## src/design/tiled_framebuffer_dirty_tracker_defines.svh

```systemverilog
// assertion macros used by the dirty tracker back end
`ifndef TILED_FRAMEBUFFER_DIRTY_TRACKER_DEFINES_SVH
`define TILED_FRAMEBUFFER_DIRTY_TRACKER_DEFINES_SVH
`ifndef NO_ASSERTIONS
`define TFDT_ASSERT_IMP(lbl, clk, rst_n, ante, cons) \
    lbl: assert property (@(posedge clk) disable iff (!rst_n) (ante) |-> (cons)) \
        else $error("assertion failed");
`define TFDT_ASSERT_NXT(lbl, clk, rst_n, ante, cons) \
    lbl: assert property (@(posedge clk) disable iff (!rst_n) (ante) |=> (cons)) \
        else $error("assertion failed");
`else
`define TFDT_ASSERT_IMP(lbl, clk, rst_n, ante, cons)
`define TFDT_ASSERT_NXT(lbl, clk, rst_n, ante, cons)
`endif
`endif

```

## src/design/tfdt_pkg.sv

```systemverilog
// shared types and constants of the dirty tile tracker
`timescale 1ns / 1ps
package tfdt_pkg;
    localparam int TileSize  = 64;
    localparam int MaxWidth  = 1024;
    localparam int MaxHeight = 1024;
    localparam int CoordW    = 12;
    localparam int DimW      = 11;

    typedef enum logic [1:0] {
        OP_SET  = 2'd0,
        OP_FILL = 2'd1,
        OP_NEXT = 2'd2,
        OP_NONE = 2'd3
    } t_op;

    typedef enum logic [1:0] {
        REG_SCREEN_WIDTH  = 2'd0,
        REG_SCREEN_HEIGHT = 2'd1
    } t_reg;

    typedef enum logic [2:0] {
        ST_IDLE,
        ST_CLEAR,
        ST_SET_RD,
        ST_SET_WR,
        ST_FILL,
        ST_SCAN,
        ST_SCAN_CHK,
        ST_DONE
    } t_state;

    // classified command passed from front to back
    typedef struct packed {
        t_op                op;
        logic               empty;
        logic [CoordW-1:0]  x0;
        logic [CoordW-1:0]  y0;
        logic [CoordW-1:0]  x1;
        logic [CoordW-1:0]  y1;
        logic [31:0]        colour;
    } t_cmd;

    typedef struct packed {
        logic       changed;
        logic       tile_found;
        logic [3:0] tile_col;
        logic [3:0] tile_row;
        logic [6:0] tile_width;
        logic [6:0] tile_height;
    } t_res;
endpackage

```

## src/design/tfdt_front.sv

```systemverilog
// front end: orders, clamps and range checks incoming words
`timescale 1ns / 1ps
module tfdt_front #(
    parameter int MAX_WIDTH  = tfdt_pkg::MaxWidth,
    parameter int MAX_HEIGHT = tfdt_pkg::MaxHeight
) (
    input  logic                       i_clk,
    input  logic                       i_rst_n,
    input  logic                       i_valid,
    output logic                       o_ready,
    input  logic [1:0]                 i_op,
    input  logic [tfdt_pkg::CoordW-1:0] i_xs,
    input  logic [tfdt_pkg::CoordW-1:0] i_ys,
    input  logic [tfdt_pkg::CoordW-1:0] i_xe,
    input  logic [tfdt_pkg::CoordW-1:0] i_ye,
    input  logic [31:0]                i_colour,
    input  logic [tfdt_pkg::DimW-1:0]  i_w,
    input  logic [tfdt_pkg::DimW-1:0]  i_h,
    output logic                       o_valid,
    input  logic                       i_ready,
    output tfdt_pkg::t_cmd             o_cmd
);
    localparam int CW = tfdt_pkg::CoordW;
    localparam int DW = tfdt_pkg::DimW;

    logic signed [CW:0] xs, ys, xe, ye, lo_x, hi_x, lo_y, hi_y, w, h;
    logic [DW-1:0]      aw, ah;
    logic               r_valid;
    tfdt_pkg::t_cmd     r_cmd, n_cmd;

    // classify the word
    always_comb begin
        xs = {i_xs[CW-1], i_xs};
        ys = {i_ys[CW-1], i_ys};
        xe = {i_xe[CW-1], i_xe};
        ye = {i_ye[CW-1], i_ye};
        // active screen size: zero acts as one, large values stop at the maximum
        aw = (i_w == '0) ? DW'(1) : ((i_w > DW'(MAX_WIDTH)) ? DW'(MAX_WIDTH) : i_w);
        ah = (i_h == '0) ? DW'(1) : ((i_h > DW'(MAX_HEIGHT)) ? DW'(MAX_HEIGHT) : i_h);
        w = $signed({2'b00, aw});
        h = $signed({2'b00, ah});
        n_cmd = '0;
        n_cmd.op = tfdt_pkg::t_op'(i_op);
        n_cmd.colour = i_colour;
        if (i_op == tfdt_pkg::OP_FILL) begin
            lo_x = (xs > xe) ? xe : xs;
            hi_x = (xs > xe) ? xs : xe;
            lo_y = (ys > ye) ? ye : ys;
            hi_y = (ys > ye) ? ys : ye;
        end else begin
            lo_x = xs;
            hi_x = xs;
            lo_y = ys;
            hi_y = ys;
        end
        if (lo_x < 0) lo_x = '0;
        if (lo_y < 0) lo_y = '0;
        if (hi_x >= w) hi_x = w - $signed((CW + 1)'(1));
        if (hi_y >= h) hi_y = h - $signed((CW + 1)'(1));
        n_cmd.empty = (lo_x > hi_x) || (lo_y > hi_y);
        if (i_op == tfdt_pkg::OP_SET) begin
            n_cmd.empty = (xs < 0) || (xs >= w) || (ys < 0) || (ys >= h);
        end
        n_cmd.x0 = lo_x[CW-1:0];
        n_cmd.y0 = lo_y[CW-1:0];
        n_cmd.x1 = hi_x[CW-1:0];
        n_cmd.y1 = hi_y[CW-1:0];
    end

    assign o_ready = !r_valid || i_ready;
    assign o_valid = r_valid;
    assign o_cmd   = r_cmd;

    // one entry queue to the back end
    always_ff @(posedge i_clk) begin
        if (!i_rst_n) begin
            r_valid <= 1'b0;
        end else if (o_ready) begin
            r_valid <= i_valid;
        end
        if (o_ready && i_valid) begin
            r_cmd <= n_cmd;
        end
    end
endmodule

```

## config.mk

```make
export PLATFORM = sky130hd
export DESIGN_NAME = tfdt_front
export DESIGN_NICKNAME = d
export VERILOG_FILES = /design/src/design/tiled_framebuffer_dirty_tracker_defines.svh /design/src/design/tfdt_pkg.sv /design/src/design/tfdt_front.sv
export SDC_FILE = /design/constraint.sdc
export NUM_CORES = 1
export LEC_CHECK = 0
export BUFFER_PORTS_ARGS = -buffer_cell sky130_fd_sc_hd__buf_2
export CAP_MARGIN = 10
export CELL_PAD_IN_SITES_DETAIL_PLACEMENT = 1
export CELL_PAD_IN_SITES_GLOBAL_PLACEMENT = 1
export CORE_ASPECT_RATIO = 0.8
export CORE_MARGIN = 1.5
export CORE_UTILIZATION = 40
export CTS_CLUSTER_SIZE = 40
export DETAILED_ROUTE_END_ITERATION = 10
export GPL_ROUTABILITY_DRIVEN = 1
export GPL_TIMING_DRIVEN = 1
export HOLD_SLACK_MARGIN = 0.1
export PLACE_DENSITY_LB_ADDON = 0.1
export RECOVER_POWER = 25
export SYNTH_ARGS = -nofsm -noshare
export SYNTH_HDL_FRONTEND = slang
export SYNTH_SLANG_ARGS = --single-unit
```

## constraint.sdc

```tcl
create_clock -name i_clk -period 7.2 [get_ports i_clk]
set_input_delay 0.72 -clock i_clk [delete_from_list [all_inputs] [get_ports i_clk]]
set_output_delay 0.72 -clock i_clk [all_outputs]
set_load 0.02 [all_outputs]
```

==> impl_results.md <==
- Number of buffers added by the clock tree synthesis step: 9
- Leakage dissipation: 3.64 nW
- Iter 0 DRT Violations: 326
- Full die area: around 0.017 mm²
- First-pass GRT wire length: between 30000 and 40000 µm
- Post-cts gate resize count: 0
- Boundary pin count: 193
- Signed area change from the synthesized netlist to the final layout: 22.4%
- Die width: about 140 µm
- Number of hold violations in the final report: 0
- Initial antenna violation count: 0
- Max Cap Violations: 0
- Clock network latency to the later pin of the worst-skew pair: 0.33 ns
- Cells after Synth: 597
- Final WS setup: ~0.56 ns
- Post-detailed-route via-to-cell ratio: roughly 5.4
- Critical path fanouts, max: 15
- Number of buffer cells added on primary ports: 190
- Library cells used by synthesis: a little under 60
- Async set-reset flop share out of synthesis: 0
- Global route overflow: 0
- EDFF count, synth: roughly 80
- Clock tree skew after final layout: 0.00520 ns
- Number of buffers inserted to repair setup after CTS: 0
- Dominant synthesized flop cell: sky130_fd_sc_hd__edfxtp_1
- Peak supply drop: ~0.00016 V
- Die Y: between 100 and 150 µm
- Antenna diode count: 0
- Post-CTS clock slew at the launch and capture registers of the worst setup and hold paths: around 0.060 ns
- Data required time at the worst endpoint: between 7 and 8 ns
- Total via count after detailed routing: roughly 5400
- F_max: about 150 MHz
- Total count of max-transition violations in the final report: 0
- Number of filler cells placed in the layout: about 1700
- Number of global-route vias before repair: 5433
- Cell area after synthesis: 0.00635 mm²
- Placeable core area: between 0.015 and 0.02 mm²
- Net count, final: 987
- Detail Route Antenna Nets: 0
- Power density of the placed cells: around 190 mW/mm²
- Worst endpoint data arrival time: 6.70 ns
- Final worst path period need: 6.64 ns
- FP Rows: 40
- Initial standard-cell utilization of the core: 0.416
- Final setup TNS: 0 ns
- Share of final-layout standard cells stronger than drive strength 1: 0.263
- Worst relative slew slack: 0.298
- CP Launch Type: primary input
- Sequential area share after synthesis: 0.386
- Most area-consuming cells after synthesis: sky130_fd_sc_hd__edfxtp_1, sky130_fd_sc_hd__ha_1, sky130_fd_sc_hd__mux2i_1
- Setup slack at placement: roughly 0.26 ns
- Type of element capturing the critical path: register
- Pin count of the biggest net entering global routing: between 80 and 90
- Cell taking the most area after synthesis: sky130_fd_sc_hd__edfxtp_1
- Result of the run: completed
- Sink count of the clock tree: 82
- Root Buffer Master: sky130_fd_sc_hd__clkbuf_16
- Placed cell area: 0.00752 mm²
- Fraction of post-synthesis cell area in the top cell type by area: 0.383
- Wire per inst: ~21 µm
- Cts hold-fix bufs: 0
- Worst Hold Margin: about 0.57 ns
- Drt pass-1 iters: 4
- Half-perimeter wire length after detailed placement: ~18000 µm
- Total global-route track usage: 0.252
- Kind of critical path: primary input to register
- RSZ-0062 raised after global routing: false
- Power after layout: 1.49 mW
- Class of the tightest hold or removal check: primary input to register
- Area of all placed cells without fillers: between 0.007 and 0.008 mm²
- Per-instance average area after synthesis: between 10 and 15 µm²
- Number of warnings issued by yosys: 0
- CTS max path bufs: 2
- Clock tree from TritonCTS: yes
- Level count of the clock H-tree: 3
- Tightest Pin Transition: around 1.1 ns
- Final weighted congestion in routability-driven placement: approximately 1.0
- Drt total wl: between 20000 and 25000 µm
- Ratio of final minimum period to clock period: 0.923
- Post-synthesis sequential element count: roughly 80
- DRC: 0
- Final setup violation count: 0
[report_power, final]
group          total (mW)  internal, mW  switching (mW)
clock               0.457         0.270           0.187
combinational       0.451         0.174           0.277
sequential          0.581         0.571         0.00963
[metrics by stage]
step	cells	utilization
6_report	1002	0.510
5_1_grt	1002	0.510
4_1_cts	1002	0.512
3_5_place_dp	986	0.493
3_3_place_gp	986	0.493
2_1_floorplan	598	-
[registers in the layout, indices dropped and copies added (netlist names)]
signal,flops
o_cmd,81
o_valid,1
[routing by layer]
metal / share of wire / vias up / wire (µm) / track usage
met3: 0.076 / 8 / 1620 / 0.0463
met1: 0.49 / 2636 / 10300 / 0.365
met2: 0.43 / 181 / 9060 / 0.396
met4: 0.0074 / 0 / 156 / 0.0490
met5: 0 / - / 0 / 0
li1: - / 2602 / - / -
[synth_stat cells (3+ instances only)]
master,number
sky130_fd_sc_hd__a211oi_1,5
sky130_fd_sc_hd__a21o_1,13
sky130_fd_sc_hd__a21oi_1,28
sky130_fd_sc_hd__and4_1,3
sky130_fd_sc_hd__buf_2,3
sky130_fd_sc_hd__buf_4,5
sky130_fd_sc_hd__clkbuf_1,11
sky130_fd_sc_hd__edfxtp_1,81
sky130_fd_sc_hd__ha_1,92
sky130_fd_sc_hd__inv_1,59
sky130_fd_sc_hd__mux2_2,11
sky130_fd_sc_hd__mux2_4,9
sky130_fd_sc_hd__mux2i_1,56
sky130_fd_sc_hd__nand2_1,40
sky130_fd_sc_hd__nand2b_1,19
sky130_fd_sc_hd__nand3_1,20
sky130_fd_sc_hd__nand4_1,8
sky130_fd_sc_hd__nor2_1,22
sky130_fd_sc_hd__nor2b_1,8
sky130_fd_sc_hd__nor3_1,9
sky130_fd_sc_hd__nor4_1,6
sky130_fd_sc_hd__o211ai_1,5
sky130_fd_sc_hd__o21a_1,4
sky130_fd_sc_hd__o21ai_0,17
sky130_fd_sc_hd__o31ai_1,12
sky130_fd_sc_hd__or4_1,5
sky130_fd_sc_hd__xnor2_1,4
sky130_fd_sc_hd__xor2_1,5
[logic make-up after synthesis]
group | synth area share
AO/OA/AOI/OAI | 0.108
other | 0.000590
multiplexers | 0.136
flip-flops | 0.386
XOR/XNOR | 0.0124
AND/OR/NAND/NOR | 0.122
adder cells (fa/ha/maj) | 0.181
buffers and inverters | 0.0545
[layout by cell type (no fill, tap or decap), drive strengths merged, types with 8 or more instances in the layout]
| master | count |
|---|---|
| buf | 169 |
| nor3 | 9 |
| nand2b | 19 |
| inv | 61 |
| ha | 92 |
| nand4 | 8 |
| mux2i | 57 |
| nand2 | 41 |
| mux2 | 22 |
| nor2 | 22 |
| nor2b | 8 |
| a21o | 13 |
| clkbuf | 40 |
| o21ai | 17 |
| nand3 | 20 |
| o31ai | 12 |
| a21oi | 28 |
| edfxtp | 81 |
[final cells by class]
cell class / count / area (µm²) / area share
multi-input cells: 436 / 3570 / 0.459
clock inverters: 6 / 65.1 / 0.00836
inverters: 59 / 221 / 0.0285
clock buffers: 10 / 229 / 0.0294
flip-flops and latches: 82 / 2450 / 0.315
well taps: 210 / 263 / 0.0338
repair buffers: 199 / 980 / 0.126
[worst max-delay path, stage by stage]
cell	delay, ns
sky130_fd_sc_hd__buf_2	0.26
sky130_fd_sc_hd__ha_1	0.32
sky130_fd_sc_hd__and4_1	0.21
sky130_fd_sc_hd__a21oi_1	0.19
sky130_fd_sc_hd__o21ai_0	0.12
sky130_fd_sc_hd__o311a_1	0.15
sky130_fd_sc_hd__or3b_1	0.71
sky130_fd_sc_hd__mux2i_1	0.51
sky130_fd_sc_hd__inv_1	0.10
sky130_fd_sc_hd__ha_1	0.31
sky130_fd_sc_hd__nand4_1	0.09
sky130_fd_sc_hd__nor2_1	0.10
sky130_fd_sc_hd__o31ai_1	0.09
sky130_fd_sc_hd__a31oi_1	0.25
sky130_fd_sc_hd__nand2_1	0.13
sky130_fd_sc_hd__mux2i_4	0.50
sky130_fd_sc_hd__mux2_2	0.41
sky130_fd_sc_hd__ha_1	0.30
sky130_fd_sc_hd__a21o_1	0.19
sky130_fd_sc_hd__a22oi_1	0.19
sky130_fd_sc_hd__o211ai_1	0.13
sky130_fd_sc_hd__a221oi_1	0.27
sky130_fd_sc_hd__o22ai_1	0.13
sky130_fd_sc_hd__a21oi_1	0.17
sky130_fd_sc_hd__a32oi_1	0.13
[final timing paths]
| path | start | to | slack, ns | cells past startpoint |
|---|---|---|---|---|
| min reg2reg | o_valid | o_valid | 0.60 | 2 |
| max | i_xs[11] | o_cmd[80] | 0.56 | 25 |
| max reg2reg | o_valid | o_cmd[64] | 5.49 | 2 |
| min | i_colour[15] | o_cmd[15] | 0.57 | 1 |
Power figures use the tool's default switching activity.
